===== config.mk =====
export PLATFORM = sky130hd
export DESIGN_NAME = gds_outq
export DESIGN_NICKNAME = d
export VERILOG_FILES = /design/src/rtl/gds_outq.sv
export VERILOG_INCLUDE_DIRS = /design/src /design/src/rtl
export SDC_FILE = /design/constraint.sdc
export NUM_CORES = 1
export LEC_CHECK = 0
export BUFFER_PORTS_ARGS = -buffer_cell sky130_fd_sc_hd__buf_2
export CAP_MARGIN = 20
export CORE_MARGIN = 4
export CORE_UTILIZATION = 35
export CTS_CLUSTER_DIAMETER = 120
export DETAILED_ROUTE_END_ITERATION = 10
export SLEW_MARGIN = 20
export SYNTH_ARGS = -nofsm -noshare
export SYNTH_HDL_FRONTEND = slang
export SYNTH_SLANG_ARGS = --single-unit

===== constraint.sdc =====
create_clock -name clk -period 3.9 [get_ports clk]
set_input_delay 0.195 -clock clk [delete_from_list [all_inputs] [get_ports clk]]
set_output_delay 0.195 -clock clk [all_outputs]
set_load 0.02 [all_outputs]

===== src/rtl/gillespie_direct_step_top_defines.svh =====
// Assertion helpers shared by the queue and core RTL files of this block.
`ifndef GILLESPIE_DIRECT_STEP_TOP_DEFINES_SVH
`define GILLESPIE_DIRECT_STEP_TOP_DEFINES_SVH

// Checks a property on every rising clock edge outside reset.
`define GDS_CHECK(lbl, prop, msg) \
  lbl: assert property (@(posedge clk) disable iff (!rst_n) (prop)) else $error(msg);

// Checks that a condition in one cycle is followed by another in the next.
`define GDS_CHECK_NEXT(lbl, pre, post, msg) \
  lbl: assert property (@(posedge clk) disable iff (!rst_n) (pre) |=> (post)) \
    else $error(msg);

`endif


===== src/rtl/gds_outq.sv =====
`include "gillespie_direct_step_top_defines.svh"

module gds_outq #(
  parameter int W = 71
) (
  input  logic         clk,
  input  logic         rst_n,
  input  logic         push_valid,
  output logic         push_ready,
  input  logic [W-1:0] push_data,
  output logic         pop_valid,
  input  logic         pop_ready,
  output logic [W-1:0] pop_data
);

  logic [W-1:0] mem_r [2];
  logic         wp_r, rp_r;
  logic [1:0]   cnt_r;
  logic         do_push, do_pop;

  assign push_ready = (cnt_r != 2'd2);
  assign pop_valid  = (cnt_r != 2'd0);
  assign pop_data   = mem_r[rp_r];
  assign do_push    = push_valid && push_ready;
  assign do_pop     = pop_valid && pop_ready;

  always_ff @(posedge clk) begin
    if (do_push) begin
      mem_r[wp_r] <= push_data;
    end
  end

  always_ff @(posedge clk) begin
    if (!rst_n) begin
      wp_r  <= 1'b0;
      rp_r  <= 1'b0;
      cnt_r <= 2'd0;
    end else begin
      if (do_push) begin
        wp_r <= ~wp_r;
      end
      if (do_pop) begin
        rp_r <= ~rp_r;
      end
      cnt_r <= cnt_r + {1'b0, do_push} - {1'b0, do_pop};
    end
  end

  `GDS_CHECK(a_cnt_bound, cnt_r <= 2'd2, "output queue count out of range")
  `GDS_CHECK_NEXT(a_cnt_grow, do_push && !do_pop, cnt_r == $past(cnt_r) + 2'd1, "queue lost a push")
  `GDS_CHECK_NEXT(a_data_kept, do_push, mem_r[$past(wp_r)] == $past(push_data), "queue data not stored")

endmodule


Yosys cells after proc, flatten, opt, wreduce, memory -nomap -nowiden
Memories as Yosys holds them, arrays and structs flattened. A register that Yosys moved wholly into a read port is not among the register bits.
Cells that the tools add are included.
{"block": "totals", "regBits": 4, "mem_bits_rw": 142, "input_bits": 75, "out_inout_bits": 73, "memories": 1}
{"memory": "mem_r", "words": 2, "width": 71, "read_ports": 1, "rd_clocked_by_memory_dff": 1, "wr": 1, "line_no": "gds_outq.sv:16", "rtl": "logic [W-1:0] mem_r [2];"}
{"block": "op_classes", "addsub": 2, "n_eq_ne": 1, "muxes": 4, "n_bitwise": 2, "n_reduce_logical": 3}
{"cell": "1-bit 2-to-1 mux", "n": 4}
{"cell": "2-bit by 1-bit adder with 2-bit output", "n": 1}
{"cell": "1-bit logical AND", "n": 2}
{"cell": "2-bit != test, second input constant", "n": 1}
{"cell": "1-bit inverter", "n": 2}
{"cell": "2-bit nonzero test", "n": 1}
{"cell": "2-bit by 1-bit subtractor with 2-bit output", "n": 1}

Longest topological paths before layout
Gate-level depths: netlist of run 1.
{"block": "depth", "word_depth": 4, "depth_mapped": 8}

Worst setup path before layout of run 1
Ideal clock, no wire load.
{"block": "synth_timing", "path_kind": "reg-to-reg", "start": "register cnt_r[0]", "end": "memory mem_r[0][0], enable pin", "arrival_ns": 3.722, "required_ns": 3.399, "path_slack_ns": -0.322, "path_stages_with_launch": 4, "cell_sequence": "dfxtp_1 nand2b_1 nand2_1 nor2_1"}
{"block": "synth_via", "elab_chain_cells": 4}
{"element": "start, declared", "line_no": "gds_outq.sv:18", "rtl": "logic [1:0] cnt_r;"}
{"element": "start signal, assigned", "line_no": "gds_outq.sv:45", "rtl": "cnt_r <= cnt_r + {1'b0, do_push} - {1'b0, do_pop};"}
{"element": "2-bit != test", "line_no": "gds_outq.sv:21", "rtl": "assign push_ready = (cnt_r != 2'd2);"}
{"element": "named net push_ready", "line_no": "gds_outq.sv:9", "rtl": "output logic push_ready,"}
{"element": "1-bit logical AND", "line_no": "gds_outq.sv:24", "rtl": "assign do_push = push_valid && push_ready;"}
{"element": "1-bit 2-to-1 mux", "line_no": "gds_outq.sv:28", "rtl": "if (do_push) begin"}
{"element": "1-bit 2-to-1 mux (not written as such)", "line_no": "gds_outq.sv:29", "rtl": "mem_r[wp_r] <= push_data;"}
{"element": "end, declared", "line_no": "gds_outq.sv:16"}
The timed path passes the listed nets, and every way through them passes these cells.

==> results of run 1 <==
-- through the flow --
stage / std cells / setup WS, ps / hold WS (ps) / utilization
2_1_floorplan: 245 / 865.9 / 293.9 / -
3_5_place_dp: 603 / 1784 / 386.1 / 0.4151
5_1_grt: 706 / 1292 / 76.77 / 0.4973
6_report: 706 / 1415 / 77.02 / 0.4973
4_1_cts: 706 / 1332 / 57.20 / 0.4973
3_3_place_gp: 603 / 1799 / 383.0 / 0.4151
-- Yosys cell counts --
master	instances
sky130_fd_sc_hd__edfxtp_1	142
sky130_fd_sc_hd__mux2_4	70
sky130_fd_sc_hd__buf_12	7
sky130_fd_sc_hd__dfxtp_1	5
sky130_fd_sc_hd__xnor2_1	3
sky130_fd_sc_hd__and2_1	2
sky130_fd_sc_hd__ha_1	2
sky130_fd_sc_hd__nand2_1	2
sky130_fd_sc_hd__nand2b_1	2
sky130_fd_sc_hd__nor2b_1	2
sky130_fd_sc_hd__and3_1	1
sky130_fd_sc_hd__buf_6	1
sky130_fd_sc_hd__inv_1	1
sky130_fd_sc_hd__mux2_2	1
sky130_fd_sc_hd__mux2i_1	1
sky130_fd_sc_hd__nor2_1	1
sky130_fd_sc_hd__o21a_1	1
sky130_fd_sc_hd__or2_2	1
-- timing repair --
item / 4_1_cts / 5_1_grt
hold buffers: 71 / 0
buffers inserted: 0 / 0
hold endpoints to repair: 142 / 0
-- routing by layer --
layer  wire length [um]  track usage
met5                  0            0
met3                664      0.03863
met2               5389       0.2005
met1               4434       0.1382
met4                149      0.04703
-- area by class of cell --
type	count	area, um^2
Clock inverter	11	160.2
Multi-Input combinational cell	89	1205
Sequential cell	147	4368
Clock buffer	21	440.4
Timing Repair Buffer	221	1481
Fill cell	1377	8014
Tap cell	216	270.3
Inverter	1	3.754
-- worst reg2reg max path, cell delays in order, from the launching register on --
cell and delay, ps:
sky130_fd_sc_hd__dfxtp_1 360, sky130_fd_sc_hd__nand2b_1 160, sky130_fd_sc_hd__nand2_1 150, sky130_fd_sc_hd__nor2_4 550, sky130_fd_sc_hd__buf_12 360
-- worst max path at each step --
stage / end / from / slack [ps] / depth (start not counted)
6_report: pop_data[55] / register / 1420 / 3
5_1_grt: pop_data[50] / register / 1290 / 3
4_1_cts: pop_data[55] / register / 1330 / 3
3_5_place_dp: pop_data[55] / register / 1780 / 3
3_3_place_gp: pop_data[52] / register / 1800 / 3
2_1_floorplan: mem_r[0][0] / cnt_r[0] / 870 / 3
-- kinds of logic after synthesis --
| kind of cell | share of synthesized area |
|---|---|
| buffers and inverters | 0.02716 |
| and+or+nand+nor | 0.01073 |
| xor gates and xnor gates | 0.004601 |
| DFF | 0.7641 |
| adders and majority gates | 0.004380 |
| muxes | 0.1877 |
| AOI/OAI and AO/OA | 0.001315 |
-- report_power, final --
group          switching [W]  internal, W  total (W)
Clock               0.000594      0.00106    0.00166
Sequential          0.000144      0.00199    0.00213
Combinational       0.000670     0.000651    0.00132
-- sequential cells by signal (all words and copies together) (netlist names), named ones only --
signal	count
mem_r	142
cnt_r	2
rp_r	1
wp_r	1
-- placed cells by master, fill, tap and decap left out, types with 2 or more instances in the layout --
master and instances:
sky130_fd_sc_hd__clkinv_2 4, sky130_fd_sc_hd__bufinv_16 4, sky130_fd_sc_hd__buf_4 2, sky130_fd_sc_hd__nor2b_1 2, sky130_fd_sc_hd__clkbuf_1 4, sky130_fd_sc_hd__buf_2 147, sky130_fd_sc_hd__and2_1 2, sky130_fd_sc_hd__mux2_4 70
sky130_fd_sc_hd__dfxtp_1 4, sky130_fd_sc_hd__edfxtp_1 142, sky130_fd_sc_hd__nand2_1 2, sky130_fd_sc_hd__ha_1 2, sky130_fd_sc_hd__clkbuf_16 17, sky130_fd_sc_hd__xnor2_1 3, sky130_fd_sc_hd__nand2b_1 2, sky130_fd_sc_hd__dlygate4sd3_1 71
==> qor.csv, run 1 <==
stage,metric,value,unit
sta,post-route-period-util,0.6371,
logic_synthesis,netlist_instances,245,
sta,max_freq,402.5,MHz
floorplanning,coreArea,15940,um^2
cts,cts_inserted_buffers,17,
min_path,timing.hold.worst.class,in2reg,
floorplanning,die_w,135.7,um
cts,post_cts_resized,0,
cts,insertion_delay,410,ps
floorplanning,die_y,135.7,um
cts,ctsLongestPathBuffers,2,
setup_path,critical_path.reg2reg.startpoint,cnt_r[0],
sta,final-hold-violation-count,0,
cts,cts.htree.levels,4,
placement,io_buffer_count,147,
sta,timing.final.setup_violations,0,
global_routing,grt-ovfl-total,0,
sta,finalCriticalPeriod,2485,ps
detailed_routing,route.final.wire_length,10640,um
global_routing,antenna_violations_before_repair,0,
setup_path,cp_slowest_stage_delay,960,ps
finish,areaGrowthSynthToFinish,38.82,%
setup_path,slowest_stage_cell_cp,sky130_fd_sc_hd__dfxtp_4,
detailed_routing,post_drt_wl_per_cell,15.07,um
finish,proportion_of_layout_cells_with_a_drive_suffix_above_1,0.5143,
setup_path,cell_breakdown_of_the_critical_path,buf_4 -> mux2_4 -> buf_2,
power,ir_worst_vdd,313.3,uV
detailed_routing,drc_errors,0,
logic_synthesis,synth.top_cells.by_area,"sky130_fd_sc_hd__edfxtp_1, sky130_fd_sc_hd__mux2_4, sky130_fd_sc_hd__buf_12, sky130_fd_sc_hd__dfxtp_1, sky130_fd_sc_hd__xnor2_1",
logic_synthesis,synth.net_count,322,
sta,worst_case_headroom_to_the_max_slew_limit,0.3099,
logic_synthesis,netlist.top_cell.by_area,sky130_fd_sc_hd__edfxtp_1,
power,static-leakage-power,3.124,nW
sta,setup_repair_after_global_routing_missed_its_margin,no,
finish,finish.instance_area,7929,um^2
logic_synthesis,yosys.cell_types.count,18,
cts,clock-sinks,147,
sta,report.final.slew_viol_count,0,
logic_synthesis,post_synth_instance_area,5712,um^2
global_routing,grt_pass1_vias,3280,
floorplanning,row_count,46,
placement,gp_routability_congestion,0.6576,
run_status,outcome,completed,
min_path,hold_path_end,cnt_r[0],
finish,diodes,0,
logic_synthesis,synth.top_cell.area_share,0.7465,
sta,worst_clock_skew,7.189,ps
setup_path,rr_worst_depth,4,
detailed_routing,ant_nets,0,
floorplanning,die-area,18430,um^2
placement,postPlaceCellArea,6618,um^2
detailed_routing,post_drt_via_cell_ratio,4.214,
placement,dp_hpwl,6368,um
setup_path,critical_path.n_buffers_inverters,2,
power,p_per_area,644.7,nW/um^2
setup_path,crit_path_max_fo,47,
setup_path,path_delay_family,flip-flops,
cts,clk_pin_slew,60,ps
floorplanning,io_pins,148,
setup_path,rrSetupSlack,1920,ps
logic_synthesis,synth-seq-area-share,0.7641,
setup_path,crit_arrival,2290,ps
sta,slew_at_the_pin_closest_to_its_max_slew_limit,1035,ps
logic_synthesis,postSynthRegisterBits,147,
power,total_power,0.005112,W
detailed_routing,detailedRoute.firstIterationViolations,125,
detailed_routing,detailroute.via_count,2975,
sta,final.setup.tns,0,ps
global_routing,grt_max_degree,72,
setup_path,setup.worst_path.end_class,primary output,
min_path,worst_hold_path_cells,2,
cts,cts_tree,done,
setup_path,r2r_end,mem_r[0][21],
finish,fin_nets,554,
detailed_routing,first_pass_iters,4,
setup_path,cp_data_required_time,3700,ps
logic_synthesis,yosys_warnings,0,
min_path,worstHoldStart,rst_n,
setup_path,worst_setup_path_start_kind,register,
floorplanning,start_util,0.3583,
global_routing,groute.usage.overall,0.1179,
global_routing,wire_length_of_the_first_global_routing_pass,16370,um
cts,clock-root-buffer,sky130_fd_sc_hd__clkbuf_16,
job,drv.max_cap_violation_count,0,
setup_path,critical_path_class,reg2out,
logic_synthesis,synth_area_per_cell,23.31,um^2
Note: power is estimated with default switching activity, not from simulation.
==> run 2: changes to the inputs <==
==> constraint.sdc (replaced) <==
create_clock -name clk -period 2.5 [get_ports clk]
set_input_delay 0.125 -clock clk [delete_from_list [all_inputs] [get_ports clk]]
set_output_delay 0.125 -clock clk [all_outputs]
set_load 0.02 [all_outputs]
==> run 2 against run 1 <==
- routed wire length up 0.35%
- combinational power up 64%
- clock-buffer cell count up 2
- non-clock buffer count up 5
- first-iteration DRC count up 27%
- critical path depth unchanged
- clock power up 53%
- sequential cell count unchanged
- cell count up 0.71%
- sequential power up 53%
- worst setup slack worse by 970 ps
- largest cell class unchanged
- largest power group unchanged
==> qor.csv, run 2 (synthesized netlist as in run 1, its figures left out) <==
stage,metric,value,unit,change
run_status,outcome,completed,,unchanged
cts,post_cts_resized,0,,unchanged
cts,insertion_delay,400,ps,was 410 ps
sta,worst_case_headroom_to_the_max_slew_limit,0.5934,,was 0.3099
detailed_routing,detailedRoute.firstIterationViolations,159,,was 125
sta,max_freq,487.9,MHz,
cts,clock-sinks,147,,unchanged
global_routing,wire_length_of_the_first_global_routing_pass,16760,um,was 16370 um
placement,dp_hpwl,6982,um,was 6368 um
detailed_routing,route.final.wire_length,10670,um,was 10640 um
detailed_routing,ant_nets,0,,unchanged
sta,worst_clock_skew,6.399,ps,was 7.189 ps
setup_path,rr_worst_depth,8,,was 4
placement,io_buffer_count,147,,unchanged
detailed_routing,post_drt_wl_per_cell,15.01,um,was 15.07 um
finish,reg_top3,"mem_r (142), cnt_r (2)",,unchanged
sta,post-route-period-util,0.8198,,
cts,cts_inserted_buffers,17,,unchanged
sta,report.final.slew_viol_count,0,,unchanged
cts,clk_pin_slew,60,ps,about the same
setup_path,rrSetupSlack,800,ps,was 1920 ps
global_routing,grt-ovfl-total,0,,unchanged
finish,fin_nets,559,,was 554
global_routing,grt_pass1_vias,3376,,was 3280
floorplanning,die_w,135.7,um,unchanged
setup_path,worst_setup_path_start_kind,register,,unchanged
finish,areaGrowthSynthToFinish,39.63,%,was 38.82%
finish,largest_register_ffs,142,,unchanged
setup_path,crit_arrival,1920,ps,was 2290 ps
cts,cts_tree,done,,unchanged
cts,cts.htree.levels,4,,unchanged
setup_path,crit_path_max_fo,24,,was 47
sta,final.setup.tns,0,ps,unchanged
setup_path,setup.worst_path.end_class,primary output,,unchanged
global_routing,grt_max_degree,44,,was 72
min_path,timing.hold.worst.class,in2reg,,unchanged
power,static-leakage-power,3.149,nW,was 3.124 nW
floorplanning,die-area,18430,um^2,unchanged
finish,proportion_of_layout_cells_with_a_drive_suffix_above_1,0.5212,,was 0.5143
cts,post_cts_repair_timing_setup_buffer_count,0,,unchanged
floorplanning,coreArea,15940,um^2,unchanged
min_path,hold_path_end,wp_r,,was cnt_r[0]
placement,gp_routability_congestion,0.6888,,was 0.6576
setup_path,r2r_end,cnt_r[1],,was mem_r[0][21]
sta,timing.final.setup_violations,0,,unchanged
detailed_routing,first_pass_iters,4,,unchanged
setup_path,cp_data_required_time,2380,ps,was 3700 ps
finish,layout_common_cells,"sky130_fd_sc_hd__buf_2, sky130_fd_sc_hd__edfxtp_1, sky130_fd_sc_hd__dlygate4sd3_1",,unchanged
finish,most_common_library_cell_in_the_layout_ignoring_fill_and_taps,sky130_fd_sc_hd__buf_2,,unchanged
min_path,worstHoldStart,push_valid,,was rst_n
cts,holdBufCountCts,72,,was 71
cts,clock-root-buffer,sky130_fd_sc_hd__clkbuf_16,,unchanged
global_routing,groute.usage.overall,0.1196,,was 0.1179
floorplanning,die_y,135.7,um,unchanged
power,ir_worst_vdd,592.1,uV,was 313.3 uV
floorplanning,io_pins,148,,unchanged
sta,final-hold-violation-count,0,,unchanged
finish,biggest_register,mem_r,,unchanged
sta,slew_at_the_pin_closest_to_its_max_slew_limit,609.9,ps,was 1035 ps
detailed_routing,drc_errors,0,,unchanged
global_routing,antenna_violations_before_repair,0,,unchanged
cts,ctsLongestPathBuffers,2,,unchanged
floorplanning,start_util,0.3583,,unchanged
min_path,worst_hold_path_cells,3,,was 2
power,p_per_area,997.5,nW/um^2,was 644.7 nW/um^2
job,drv.max_cap_violation_count,0,,unchanged
power,total_power,0.007955,W,was 0.005112 W
detailed_routing,post_drt_via_cell_ratio,4.253,,was 4.214
setup_path,critical_path.reg2reg.startpoint,cnt_r[0],,unchanged
floorplanning,row_count,46,,unchanged
sta,finalCriticalPeriod,2050,ps,
detailed_routing,detailroute.via_count,3024,,was 2975
sta,setup_repair_after_global_routing_missed_its_margin,no,,unchanged
finish,diodes,0,,unchanged
setup_path,critical_path_class,reg2out,,unchanged
-- run 2: cell count changes in the layout (fill, tap and decap cells not counted), sizes merged --
| cell | previous run | this run |
|---|---|---|
| clkinvlp | 1 | 2 |
| bufinv | 4 | 3 |
| buf | 150 | 154 |
| dlygate4sd3 | 71 | 72 |
| clkinv | 6 | 4 |
| clkbuf | 21 | 23 |
-- run 2: layer usage --
layer | vias to the layer above | wire (um) | GRT usage
met2 | 102 | 5433 | 0.2022
li1 | 1437 | - | -
met3 | 15 | 731 | 0.03975
met4 | 0 | 161 | 0.04871
met5 | - | 0 | 0
met1 | 1470 | 4347 | 0.1406
-- run 2: area by class of cell --
type	instances	area, um^2
fill	1325	7968
sequential	147	4368
timing repair buffer	226	1521
multi-input combinational	89	1205
clock buffer	23	478.0
tap	216	270.3
clock inverter	9	128.9
inverter	1	3.754
-- run 2: metrics by stage --
step                      worst slack, ps    util  area, um^2  std cells  hold WS [ps]
after global placement              819.2  0.4170        6648        607         312.5
after global routing                341.5  0.5002        7975        711         128.4
final                               450.4  0.5002        7975        711         131.2
after CTS                           363.0  0.5002        7975        711         100.9
after detailed placement            789.3  0.4170        6648        607         316.5
after floorplan                     243.0       -        5720        245         223.9
-- run 2: worst max-delay path: stages (launching register included) --
cell and delay, ps:
sky130_fd_sc_hd__dfxtp_4 640, sky130_fd_sc_hd__buf_4 350, sky130_fd_sc_hd__mux2_2 360, sky130_fd_sc_hd__buf_2 160
-- run 2: power breakdown --
part	leakage, nW	internal (W)	switching (W)
clock	0.293	0.00164	0.000894
sequential	1.37	0.00310	0.000159
combinational	1.49	0.00103	0.00113
-- run 2: worst max path at each step --
stage | to | depth (start not counted)
finish | pop_data[70] | 3
global route | pop_data[70] | 3
CTS | pop_data[70] | 3
detailed placement | cnt_r[1] | 8
global placement | pop_data[70] | 3
floorplan | mem_r[0][0] | 3
==> run 3: changes to the inputs <==
==> constraint.sdc (replaced) <==
create_clock -name clk -period 2.05 [get_ports clk]
set_input_delay 0.1025 -clock clk [delete_from_list [all_inputs] [get_ports clk]]
set_output_delay 0.1025 -clock clk [all_outputs]
set_load 0.02 [all_outputs]
==> run 3 against run 2 <==
- hold slack better by 31 ps
- largest power group unchanged
- clock power is 18% higher
- die area is the same
- highest routed layer unchanged
==> qor.csv, run 3 (synthesized netlist as in run 1, its figures left out) <==
stage,metric,value,unit,change
setup_path,rr_worst_depth,7,,was 8
floorplanning,die_w,135.7,um,unchanged
detailed_routing,wl_met3,671,um,was 731 um
power,switching_share,0.2782,,was 0.2744
cts,cts_tree,done,,unchanged
cts,cts_inserted_buffers,17,,unchanged
sta,hold_ws,162.6,ps,was 131.2 ps
power,ir_worst_vdd,640.9,uV,was 592.1 uV
power,p_per_area,1205,nW/um^2,was 997.5 nW/um^2
finish,area_used_by_multi_input_combinational_logic,1220,um^2,was 1205 um^2
detailed_routing,ant_nets,0,,unchanged
power,combinationalPowerShare,0.286,,was 0.271
setup_path,crit_arrival,1600,ps,was 1920 ps
finish,nFillCells,1341,,was 1325
sta,final-hold-violation-count,0,,unchanged
setup_path,worst_setup_path_start_kind,register,,unchanged
finish,reg_top3,"mem_r (142), cnt_r (2)",,unchanged
power,total_power,0.009656,W,was 0.007955 W
power,power_frac_seq,0.403,,was 0.410
detailed_routing,detailedRoute.firstIterationViolations,111,,was 159
detailed_routing,drc_errors,0,,unchanged
power,power.switching,0.002686,W,was 0.002183 W
sta,worst_case_headroom_to_the_max_slew_limit,0.6846,,was 0.5934
placement,io_buffer_count,147,,unchanged
finish,diodes,0,,unchanged
floorplanning,die_y,135.7,um,unchanged
floorplanning,die-area,18430,um^2,unchanged
finish,areaGrowthSynthToFinish,40.24,%,was 39.63%
sta,post-route-period-util,0.8304,,
setup_path,critical_path_class,reg2out,,unchanged
cts,clock-sinks,147,,unchanged
placement,dp_hpwl,6673,um,was 6982 um
cts,clock-root-buffer,sky130_fd_sc_hd__clkbuf_16,,unchanged
job,drv.max_cap_violation_count,0,,unchanged
detailed_routing,post_drt_via_cell_ratio,4.322,,was 4.253
global_routing,wire_length_of_the_first_global_routing_pass,16280,um,was 16760 um
finish,layout_common_cells,"sky130_fd_sc_hd__buf_2, sky130_fd_sc_hd__edfxtp_1, sky130_fd_sc_hd__dlygate4sd3_1",,unchanged
setup_path,rrSetupSlack,440,ps,was 800 ps
setup_path,crit_path_max_fo,39,,was 24
cts,cts.htree.levels,4,,unchanged
floorplanning,start_util,0.3583,,unchanged
cts,ctsLongestPathBuffers,2,,unchanged
global_routing,antenna_violations_before_repair,0,,unchanged
cts,insertion_delay,410,ps,was 400 ps
setup_path,setup.worst_path.end_class,primary output,,unchanged
floorplanning,row_count,46,,unchanged
detailed_routing,post_drt_wl_per_cell,14.64,um,was 15.01 um
sta,report.final.slew_viol_count,0,,unchanged
finish,proportion_of_layout_cells_with_a_drive_suffix_above_1,0.5172,,was 0.5212
detailed_routing,detailroute.via_count,3073,,was 3024
detailed_routing,routed.top_layer,met4,,unchanged
power,static-leakage-power,3.151,nW,was 3.149 nW
run_status,outcome,completed,,unchanged
cts,clk_pin_slew,60,ps,about the same
finish,largest_register_ffs,142,,unchanged
sta,max_freq,587.4,MHz,
global_routing,grt_pass1_vias,3350,,was 3376
placement,gp_routability_congestion,0.7161,,was 0.6888
global_routing,grt-ovfl-total,0,,unchanged
finish,most_common_library_cell_in_the_layout_ignoring_fill_and_taps,sky130_fd_sc_hd__buf_2,,unchanged
min_path,worst_hold_path_cells,4,,was 3
placement,place_worst_setup_slack,436.4,ps,was 789.3 ps
setup_path,cp_data_required_time,1950,ps,was 2380 ps
detailed_routing,route.final.wire_length,10410,um,was 10670 um
sta,worst_clock_skew,8.296,ps,was 6.399 ps
detailed_routing,first_pass_iters,6,,was 4
global_routing,groute.usage.overall,0.1158,,was 0.1196
global_routing,grt_max_degree,40,,was 44
floorplanning,coreArea,15940,um^2,unchanged
setup_path,r2r_end,cnt_r[1],,unchanged
setup_path,critical_path.reg2reg.startpoint,cnt_r[1],,was cnt_r[0]
power,pwr-share-clk,0.311,,was 0.319
min_path,worstHoldStart,pop_ready,,was push_valid
sta,finalCriticalPeriod,1702,ps,
min_path,timing.hold.worst.class,in2reg,,unchanged
finish,seq_area,4369,um^2,was 4368 um^2
sta,setup_repair_after_global_routing_missed_its_margin,no,,unchanged
sta,timing.final.setup_violations,0,,unchanged
finish,biggest_register,mem_r,,unchanged
cts,post_cts_resized,0,,unchanged
floorplanning,io_pins,148,,unchanged
detailed_routing,met1_length,4030,um,was 4347 um
detailed_routing,met2RoutedLength,5575,um,was 5433 um
sta,slew_at_the_pin_closest_to_its_max_slew_limit,473.2,ps,was 609.9 ps
sta,setup_ws,347.7,ps,was 450.4 ps
power,internal_power,0.006970,W,was 0.005773 W
finish,fin_nets,559,,unchanged
## run 3: cell count changes in the layout (fill, tap and decap cells not counted), moves of 3 or more
cell,before,now
sky130_fd_sc_hd__buf_12,1,5
sky130_fd_sc_hd__buf_4,6,1
sky130_fd_sc_hd__clkbuf_8,3,0
sky130_fd_sc_hd__clkinv_1,0,5
## run 3: area by class of cell
type                    instances  area share
flip-flops and latches        147      0.5455
repair buffers                226      0.1965
clock buffers                  19     0.05405
clock inverters                13     0.01749
multi-input cells              89      0.1523
inverters                       1   0.0004686
well taps                     216     0.03374
## run 3: worst max-delay path: stages, from the launching register on
cell and delay (ps):
sky130_fd_sc_hd__dfxtp_4 370, sky130_fd_sc_hd__buf_12 280, sky130_fd_sc_hd__mux2_2 370, sky130_fd_sc_hd__buf_2 160
## run 3: how the worst max path moves through the flow
stage,start,slack (ps),cells after the start,to
6_report,register,350,3,pop_data[70]
5_1_grt,register,270,3,pop_data[70]
4_1_cts,register,290,3,pop_data[70]
3_5_place_dp,cnt_r[1],440,7,cnt_r[1]
3_3_place_gp,cnt_r[1],490,7,cnt_r[1]
2_1_floorplan,cnt_r[0],-0.09,3,mem_r[0][0]
## run 3: what timing repair did
item / 4_1_cts / 5_1_grt
hold endpoints to repair: 147 / 0
hold buffers: 73 / 0
buffers inserted: 0 / 0
## run 3: power by group through the flow
stage / combinational (W) / sequential [W] / clock [W]
global route: 0.00295 / 0.00393 / 0.00321
CTS: 0.00283 / 0.00390 / 0.00308
floorplan: 0.00208 / 0.00393 / 0
finish: 0.00276 / 0.00389 / 0.00300
detailed placement: 0.00271 / 0.00396 / 0
global placement: 0.00269 / 0.00394 / 0
## run 3: metal layers
metal / vias to the layer above / GRT usage
met3: 10 / 0.04012
met1: 1513 / 0.1299
li1: 1441 / -
met4: 0 / 0.04591
met2: 109 / 0.2022
met5: - / 0
## run 3: stage by stage
| stage | util | instances | cell area (um^2) | TNS (ps) |
|---|---|---|---|---|
| 2_1_floorplan | - | 245 | 5737 | -6.724 |
| 4_1_cts | 0.5024 | 711 | 8010 | 0 |
| 6_report | 0.5024 | 711 | 8010 | 0 |
| 5_1_grt | 0.5024 | 711 | 8010 | 0 |
| 3_3_place_gp | 0.4207 | 606 | 6706 | 0 |
| 3_5_place_dp | 0.4207 | 606 | 6706 | 0 |
